**src/rtl/core/cfpc_pkg.sv**
```systemverilog
// Package for the framed packet checker: word types, register indexes and the CRC-16 step.
package cfpc_pkg;

  localparam logic [15:0] CrcInit = 16'hFFFF;
  localparam logic [15:0] CrcPoly = 16'h1021;
  localparam logic [15:0] CrcTop  = 16'h8000;

  localparam int unsigned HeaderBytes = 6;
  localparam int unsigned PosWidth    = 17;
  localparam logic [PosWidth-1:0] PosMax = {PosWidth{1'b1}};

  localparam logic [7:0] MagicFirstReset  = 8'hAA;
  localparam logic [7:0] MagicSecondReset = 8'h55;

  // configuration register indexes
  localparam logic CfgMagicFirst  = 1'b0;
  localparam logic CfgMagicSecond = 1'b1;

  typedef struct packed {
    logic [7:0] rx_byte;
    logic       end_of_buffer;
  } in_word_t;

  typedef struct packed {
    logic        frame_status;
    logic [7:0]  command_id;
    logic [7:0]  sequence_number;
    logic [15:0] payload_length;
    logic [15:0] computed_crc;
    logic [15:0] received_crc;
  } out_word_t;

  // CRC-16-CCITT, MSB first, one byte unrolled
  function automatic logic [15:0] crc16_byte(logic [15:0] crc, logic [7:0] b);
    logic [15:0] c;
    c = crc ^ {b, 8'h00};
    for (int k = 0; k < 8; k++) begin
      if ((c & CrcTop) != 16'h0000) c = {c[14:0], 1'b0} ^ CrcPoly;
      else                          c = {c[14:0], 1'b0};
    end
    return c;
  endfunction

endpackage

```
**src/rtl/core/crc_framed_packet_checker_unit.sv**
```systemverilog
// Receive-side checker for CRC-16 framed packets, one buffer byte per word.
//
// Usage:
//   in channel  (in_valid/in_ready/in_data): one buffer byte per word, with
//     end_of_buffer set on the final byte of the buffer.
//   out channel (out_valid/out_ready/out_data): one word per complete frame
//     with good magic, carrying header fields, both CRCs and a status bit.
//     Short frames and frames with wrong magic produce no word at all.
//   cfg port (cfg_we/cfg_index/cfg_data): magic byte registers, to be written
//     only while the block is idle; the block itself does not enforce this.
// Pipeline: two register stages, input register then result register; a final
//   byte moves on to the result register unless a result word waits untaken.
// Throughput: one byte per cycle unless a result byte is held (Stalls); the
//   unrolled 8-bit CRC step from input to state registers sets this figure.
// Stalls: while a result word waits in the output register, bytes keep
//   flowing; only a second result-producing byte holds in the input
//   register, and in_ready drops until the output register is taken.
// Reset: synchronous active-high rst clears both stages, restores magic
//   registers to AA/55 and the frame state to its start-of-buffer values.
module crc_framed_packet_checker_unit
  import cfpc_pkg::*;
(
  input  logic       clk,
  input  logic       rst,
  input  logic       in_valid,
  output logic       in_ready,
  input  in_word_t   in_data,
  output logic       out_valid,
  input  logic       out_ready,
  output out_word_t  out_data,
  input  logic       cfg_we,
  input  logic       cfg_index,
  input  logic [7:0] cfg_data
);

  // configuration
  logic [7:0] magic_first;
  logic [7:0] magic_second;

  // input register
  logic     s1_valid;
  in_word_t s1_word;

  // frame state
  logic [PosWidth-1:0] byte_position;
  logic [15:0]         crc_accumulator;
  logic                magic_ok;
  logic [7:0]          held_command;
  logic [7:0]          held_sequence;
  logic [15:0]         held_length;
  logic [15:0]         held_frame_crc;

  logic [PosWidth-1:0] byte_position_next;
  logic [15:0]         crc_accumulator_next;
  logic                magic_ok_next;
  logic [7:0]          held_command_next;
  logic [7:0]          held_sequence_next;
  logic [15:0]         held_length_next;
  logic [15:0]         held_frame_crc_next;

  logic [PosWidth-1:0] body_end;
  logic [PosWidth-1:0] need_count;
  logic [15:0]         crc_step;
  logic                emit;
  logic                s1_advance;

  assign body_end   = PosWidth'(HeaderBytes) + {1'b0, held_length};
  assign crc_step   = crc16_byte(crc_accumulator, s1_word.rx_byte);

  // per-byte state update, from the byte's position in the buffer
  always_comb begin
    magic_ok_next        = magic_ok;
    held_command_next    = held_command;
    held_sequence_next   = held_sequence;
    held_length_next     = held_length;
    held_frame_crc_next  = held_frame_crc;
    crc_accumulator_next = crc_accumulator;

    if (byte_position < PosWidth'(HeaderBytes)) begin
      case (byte_position[2:0])
        3'd0:    magic_ok_next = (s1_word.rx_byte == magic_first);
        3'd1:    magic_ok_next = magic_ok && (s1_word.rx_byte == magic_second);
        3'd2:    held_command_next = s1_word.rx_byte;
        3'd3:    held_sequence_next = s1_word.rx_byte;
        3'd4:    held_length_next = {s1_word.rx_byte, held_length[7:0]};
        default: held_length_next = {held_length[15:8], s1_word.rx_byte};
      endcase
      crc_accumulator_next = crc_step;
    end else if (byte_position < body_end) begin
      crc_accumulator_next = crc_step;
    end else if (byte_position == body_end) begin
      held_frame_crc_next = {s1_word.rx_byte, held_frame_crc[7:0]};
    end else if (byte_position == body_end + PosWidth'(1)) begin
      held_frame_crc_next = {held_frame_crc[15:8], s1_word.rx_byte};
    end

    byte_position_next = (byte_position < PosMax) ? byte_position + PosWidth'(1)
                                                  : byte_position;
  end

  // frame must hold header, payload and both CRC bytes
  assign need_count = PosWidth'(HeaderBytes + 2) + {1'b0, held_length_next};
  assign emit = s1_word.end_of_buffer && magic_ok_next &&
                (byte_position_next >= PosWidth'(HeaderBytes + 2)) &&
                (byte_position_next >= need_count);

  // byte leaves the input register unless it needs a busy output register
  assign s1_advance = s1_valid && (!emit || !out_valid || out_ready);
  assign in_ready   = !s1_valid || s1_advance;

  always_ff @(posedge clk) begin
    if (rst) begin
      magic_first  <= MagicFirstReset;
      magic_second <= MagicSecondReset;
    end else if (cfg_we) begin
      unique case (cfg_index)
        CfgMagicFirst:  magic_first  <= cfg_data;
        CfgMagicSecond: magic_second <= cfg_data;
      endcase
    end
  end

  always_ff @(posedge clk) begin
    if (rst) begin
      s1_valid <= 1'b0;
    end else if (in_ready) begin
      s1_valid <= in_valid;
    end
    if (in_ready && in_valid) s1_word <= in_data;
  end

  always_ff @(posedge clk) begin
    if (rst) begin
      byte_position   <= '0;
      crc_accumulator <= CrcInit;
      magic_ok        <= 1'b1;
      held_command    <= '0;
      held_sequence   <= '0;
      held_length     <= '0;
      held_frame_crc  <= '0;
    end else if (s1_advance) begin
      if (s1_word.end_of_buffer) begin
        // buffer done: back to start-of-buffer state
        byte_position   <= '0;
        crc_accumulator <= CrcInit;
        magic_ok        <= 1'b1;
        held_command    <= '0;
        held_sequence   <= '0;
        held_length     <= '0;
        held_frame_crc  <= '0;
      end else begin
        byte_position   <= byte_position_next;
        crc_accumulator <= crc_accumulator_next;
        magic_ok        <= magic_ok_next;
        held_command    <= held_command_next;
        held_sequence   <= held_sequence_next;
        held_length     <= held_length_next;
        held_frame_crc  <= held_frame_crc_next;
      end
    end
  end

  // result register
  always_ff @(posedge clk) begin
    if (rst) begin
      out_valid <= 1'b0;
    end else if (s1_advance && emit) begin
      out_valid <= 1'b1;
    end else if (out_ready) begin
      out_valid <= 1'b0;
    end
    if (s1_advance && emit) begin
      out_data.frame_status    <= (crc_accumulator_next != held_frame_crc_next);
      out_data.command_id      <= held_command_next;
      out_data.sequence_number <= held_sequence_next;
      out_data.payload_length  <= held_length_next;
      out_data.computed_crc    <= crc_accumulator_next;
      out_data.received_crc    <= held_frame_crc_next;
    end
  end

endmodule

```
**config.mk**
```make
export PLATFORM = sky130hd
export DESIGN_NAME = crc_framed_packet_checker_unit
export DESIGN_NICKNAME = d
export VERILOG_FILES = /design/src/rtl/core/cfpc_pkg.sv /design/src/rtl/core/crc_framed_packet_checker_unit.sv
export SDC_FILE = /design/constraint.sdc
export NUM_CORES = 1
export LEC_CHECK = 0
export ABC_AREA = 1
export ABC_CLOCK_PERIOD_IN_PS = 7800
export BUFFER_PORTS_ARGS = -buffer_cell sky130_fd_sc_hd__buf_2
export CORE_AREA = 2 2 148 150
export DETAILED_ROUTE_END_ITERATION = 7
export DIE_AREA = 0 0 150 152
export PLACE_DENSITY = 0.68
export SKIP_CTS_REPAIR_TIMING = 1
export SLEW_MARGIN = 20
export SYNTH_ARGS = -nofsm -noshare
export SYNTH_HDL_FRONTEND = slang
export SYNTH_SLANG_ARGS = --single-unit
```
**constraint.sdc**
```tcl
create_clock -name clk -period 7.8 [get_ports clk]
set_input_delay 0.78 -clock clk [delete_from_list [all_inputs] [get_ports clk]]
set_output_delay 0.78 -clock clk [all_outputs]
set_load 0.05 [all_outputs]
```
* Word-level counts from Yosys, hierarchy flattened
Index checks and enable logic that the tools add are counted.
** Storage, ports and cells
- Flip-flop bits (word level) :: 174
- Output and inout port bits :: 67
- Logic and storage cells :: 97
** Operators by class
- Add/sub/neg operators :: 4
- $lt $le $gt $ge :: 5
- Equal/unequal tests :: 9
- Muxes and demuxes :: 32
- Bitwise logic cells :: 10
- Reduce and logical (&&, ||, !) cells :: 18
** Operators with widths (number)
- 16-bit two-way mux :: 9
- 13-bit two-way mux :: 8
- 8-bit two-way mux :: 7
- 17-bit by 1-bit adder with 17-bit output, second input constant :: 2
- 17-bit equality test :: 2
- 17-bit two-way mux :: 2
- 16-bit case mux with 2 select lines :: 1
- 3-bit inverter :: 8
- 3-bit by 16-bit adder with 17-bit output, first input constant :: 1
- 4-bit by 16-bit adder with 17-bit output, first input constant :: 1
- 17-bit >= comparator :: 1
- 17-bit by 4-bit >= comparator with 1-bit output, second input constant :: 1
- 17-bit less-than comparator :: 1
- 17-bit less-than comparator, second input constant :: 1
- 17-bit by 3-bit less-than comparator with 1-bit output, second input constant :: 1
- 8-bit equality test :: 2
- 16-bit inequality test :: 1
- 16-bit XOR :: 1
- 1-bit logical AND :: 7
- 3-bit by 2-bit equality test with 1-bit output, second input constant :: 2
- 1-bit two-way mux :: 4
- 2-bit AND reduction :: 2
- 4-bit OR reduction :: 1
- 3-bit by 1-bit equality test with 1-bit output, second input constant :: 1
- 7 further kinds :: 11

* Longest topological paths before layout
- Depth after elaboration :: 20
- Mapped depth :: 33
- Mapped depth without buffers :: 31

* Worst setup path after synthesis
Ideal clock, no wire load.
- Kind :: register to register
- From :: register byte_position[0]
- To :: register out_data[0] (netlist bit), enable pin
- Arrival :: 5.157 ns
- Path slack :: 2.224 ns
- Cell stages (with the launch flop) :: 25
- Buffers on the path :: 0
- Cell sequence :: dfxtp_1 > inv_1 > ha_1 > inv_1 > nand2_1 > nor2_4 > mux2i_1 > ha_1 > nand2_1 > nor2_1 > nand3_1 > nor3_1 > nand3_1 > nor3_1 > xnor2_1 > ha_1 > inv_1 > nor4_1 > nor3b_1 > nand4_1 > nand3_1 > nor2_1 > nor2_1 > nand3_1 > inv_1
** On the way
- Word-level cells in the longest chain between the ends :: 12
- Elaborated cells between the ends (all ways) :: 25
- Those cells by class :: add/sub (2); order compare (4); eq/ne (4); mux (5); reduce/logical (10)
** RTL lines
- start: declaration :: RTL line crc_framed_packet_checker_unit.sv:45 : logic [PosWidth-1:0] byte_position;
- start signal: assignment :: RTL line crc_framed_packet_checker_unit.sv:152 : byte_position <= byte_position_next;
- branches (longest 3 deep; another with 17-bit by 3-bit less-than comparator with 1-bit output)
- 16-bit two-way mux (*) :: RTL line crc_framed_packet_checker_unit.sv:79 : if (byte_position < PosWidth'(HeaderBytes)) begin
- net held_length_next[3] :: RTL line crc_framed_packet_checker_unit.sv:58 : logic [15:0] held_length_next;
- 4-bit by 16-bit adder with 17-bit output (*) :: RTL line crc_framed_packet_checker_unit.sv:102 : assign need_count = PosWidth'(HeaderBytes + 2) + {1'b0, held_length_next};
- 17-bit >= comparator (*) :: RTL line crc_framed_packet_checker_unit.sv:105 : (byte_position_next >= need_count);
- 1-bit logical AND (*) :: RTL line crc_framed_packet_checker_unit.sv:104 : (byte_position_next >= PosWidth'(HeaderBytes + 2)) &&
- 1-bit logical NOT :: RTL line crc_framed_packet_checker_unit.sv:108 : assign s1_advance = s1_valid && (!emit || !out_valid || out_ready);
- 1-bit logical OR (2 in a row) :: RTL line crc_framed_packet_checker_unit.sv:108
- 1-bit logical AND :: RTL line crc_framed_packet_checker_unit.sv:108
- 1-bit logical AND (*) :: RTL line crc_framed_packet_checker_unit.sv:172 : if (s1_advance && emit) begin
- end: declaration :: RTL line crc_framed_packet_checker_unit.sv:30 : output out_word_t out_data,
Mark *: on every way through the listed nets, which the timed path passes.
A chain may end at the register's enable or synchronous reset.

* Worst setup path after layout
- From :: register byte_position[0]
- To :: output in_ready
** On the way
- Word-level cells in the longest chain between the ends :: 12
- Elaborated cells between the ends (all ways) :: 25
- Those cells by class :: add/sub (2); order compare (4); eq/ne (4); mux (5); reduce/logical (10)
** RTL lines
- branches (longest 3 deep; another with 17-bit by 3-bit less-than comparator with 1-bit output)
- 16-bit two-way mux (*) :: RTL line crc_framed_packet_checker_unit.sv:79
- net held_length_next[3] :: RTL line crc_framed_packet_checker_unit.sv:58
- 4-bit by 16-bit adder with 17-bit output (*) :: RTL line crc_framed_packet_checker_unit.sv:102
- 17-bit >= comparator (*) :: RTL line crc_framed_packet_checker_unit.sv:105
- 1-bit logical AND (*) :: RTL line crc_framed_packet_checker_unit.sv:104
- 1-bit logical NOT (*) :: RTL line crc_framed_packet_checker_unit.sv:108
- 1-bit logical OR (*) (2 in a row) :: RTL line crc_framed_packet_checker_unit.sv:108
- 1-bit logical AND (*) :: RTL line crc_framed_packet_checker_unit.sv:108
- 1-bit logical OR (*) :: RTL line crc_framed_packet_checker_unit.sv:109 : assign in_ready = !s1_valid || s1_advance;
- end: declaration :: RTL line crc_framed_packet_checker_unit.sv:26 : output logic in_ready,
Marks and branches as above.

==> run_results.csv <==
group,metric,value,unit
placed_design,io_buffers,89,
finish,antenna_cells,0,
finish,syn_to_final_growth,10.9,%
finish,final_nets,1562,
timing,hold_ws,0.466,ns
placed_design,dp_hpwl,20.7,mm
floorplan,die-area,22800,um^2
synth,synth_top_cell_area_share,0.211,
worst_setup_path,critPathRequiredTime,7.02,ns
timing,rsz0062_at_grt,"false",
routing,drc,0,
synth,ys_seq_area_frac,0.402,
synth,syn_nets,1493,
timing,worst_pin_slew,1.10,ns
synth,synth_ff_type,"dfxtp_1",
synth,synth_area,10500,um^2
worst_setup_path,criticalPathCategory,"reg2out",
floorplan,dieHeight,152,um
timing,maxSlewViolCount,0,
synth,yosys.area.top_type,"edfxtp_1",
synth,yosysMostFrequentCell,"nand2_1",
routing,vias,9389,
clock_network,clk_latency,0.44,ns
routing,drtAntennaViolNets,0,
floorplan,num_rows,54,
global_route,antenna_found_initial,0,
timing,max_slew_margin,0.265,
worst_setup_path,critPathMaxFanout,13,
power,ir_worst_vdd,0.000155,V
floorplan,core-area,21400,um^2
synth,synth_seq_cells,174,
run_status,status,"finished clean",
global_route,grtUsageTotal,0.253,
timing,setup_viol,0,
global_route,grt_max_degree,77,
timing,timing.setup.tns,0,ns
power,power,2.02,mW
synth,async_reset_ff_frac,0,
min_path,hold_class,"reg2reg",
synth,synth_common_cells,"418 x nand2_1, 175 x inv_1, 100 x dfxtp_1",
timing,hold_viol,0,
clock_network,clk_path_buf_depth,2,
clock_network,clock_sinks,174,
worst_setup_path,cp_data_arrival_time,5.76,ns
synth,synth.distinct_cells,48,
finish,layout-drive-gt1-share,0.130,
routing,via_per_inst,5.25,
clock_network,cts_tree,"built",
floorplan,ios,90,
synth,synth_area_per_cell,7.36,um^2
power,power.density,173,nW/um^2
floorplan,floorplan.initialDensity,0.492,
clock_network,clk_pin_slew_worst_paths,0.06,ns
synth,yosys-top-cells-area,"edfxtp_1 21%, dfxtp_1 19%, nand2_1 15%",
finish,n_fill_cell,2114,
clock_network,root_buffer,"clkbuf_16",
routing,drt_iter0_drc,781,
global_route,grt_pass1_wl,45.7,mm
synth,netlist_instances,1427,
clock_network,numCtsBuffers,17,
flow_run,maxCapViolations,0,
synth,yosysWarningCount,0,
clock_network,htree_levels,4,
synth,synth_edf_count,74,
routing,drt_wl_total,28.4,mm
timing,max_freq,153,MHz
timing,clock_skew,0.0100,ns
timing,period_minus_slack,6.54,ns
placed_design,finalWeightedCongestion,0.922,
global_route,grt_overflow_total,0,
worst_setup_path,crit_path_end_kind,"primary output",
timing,period_share,0.838,
global_route,grt_pass1_vias,8733,
worst_setup_path,critPathLaunchType,"flop",
routing,drtPass1Iterations,5,
floorplan,die_x,150,um
routing,routedWlPerCell,15.9,um
power,leakage,5.32,nW
## through the flow
step | instances | worst slack, ns | area, um^2 | utilization
after floorplan | 1427 | 2.22 | 10500 | -
after global placement | 1757 | 1.60 | 11100 | 0.519
after detailed placement | 1757 | 1.36 | 11100 | 0.519
after CTS | 1789 | 1.34 | 11700 | 0.546
after global routing | 1789 | 0.765 | 11700 | 0.546
final | 1789 | 1.26 | 11700 | 0.546
## worst max-delay path: stages, from the launching register on
cell and delay, ns:
dfxtp_1 0.45, inv_1 0.18, ha_1 0.24, inv_1 0.11, nand2_1 0.10, nor2_4 0.30
mux2i_1 0.46, ha_1 0.26, nand2_1 0.06, nor2_1 0.16, nand3_1 0.13, nor3_1 0.26
nand3_1 0.18, nor3_1 0.23, xnor2_1 0.10, ha_1 0.31, inv_1 0.05, nor4_1 0.32
nor3b_1 0.30, nand4_1 0.12, nand3_1 0.10, nor2_1 0.05, nor2_1 0.18, nand3_2 0.13
nor2_1 0.23, inv_1 0.09, buf_2 0.22
## kinds of logic after synthesis
family | Yosys count | share of synthesized area
xor+xnor | 50 | 0.0430
simple gates | 718 | 0.305
flops | 174 | 0.402
fa+ha+maj | 43 | 0.0512
compound gates | 205 | 0.103
mux | 4 | 0.00381
buf+inv | 233 | 0.0922
## registers in the layout, indices dropped and copies added, names as in the netlist
name             count
held_command         8
crc_accumulator     16
held_length         16
magic_ok             1
held_sequence        8
s1_valid             1
out_valid            1
s1_word              9
held_frame_crc      16
byte_position       17
out_data            65
magic_second         8
magic_first          8
## power by group
part	total (mW)	switching [mW]	internal (mW)
sequential	0.989	0.0222	0.967
combinational	0.196	0.135	0.0618
clock	0.835	0.385	0.450
## cell type report
class / instances / area (um^2) / share of cell area
Multi-Input combinational cell: 1020 / 5320 / 0.456
Clock buffer: 20 / 437 / 0.0375
Inverter: 187 / 702 / 0.0602
Clock inverter: 12 / 128 / 0.0110
Sequential cell: 174 / 4220 / 0.362
Timing Repair Buffer: 96 / 498 / 0.0427
Tap cell: 280 / 350 / 0.0301
## per-layer routing
layer	vias to the layer above	global-route usage	wire length (um)
li1	4762	-	-
met5	-	0	0
met1	4278	0.363	13000
met3	40	0.0312	1730
met4	0	0.0795	671
met2	309	0.399	13000
## final timing paths
path                            startpoint                           end  slack [ns]  cells after the start
max          byte_position[0]$_SDFFE_PP0P_                      in_ready        1.26                     26
min           held_command[2]$_SDFFE_PP0P_  held_command[2]$_SDFFE_PP0P_        0.47                      2
max reg2reg  byte_position[0]$_SDFFE_PP0P_        out_data[20]$_DFFE_PP_        1.31                     28
min reg2reg   held_command[2]$_SDFFE_PP0P_  held_command[2]$_SDFFE_PP0P_        0.47                      2
## cells in the final DEF (no fill, tap or decap), types with 33 or more instances in the layout
cell	count
nand2_1	418
inv_1	174
dfxtp_1	100
nor2_1	99
o21ai_0	97
buf_2	89
nand3_1	87
a21oi_1	82
edfxtp_1	74
ha_1	43
xor2_1	33
Power figures use the tool's default switching activity.
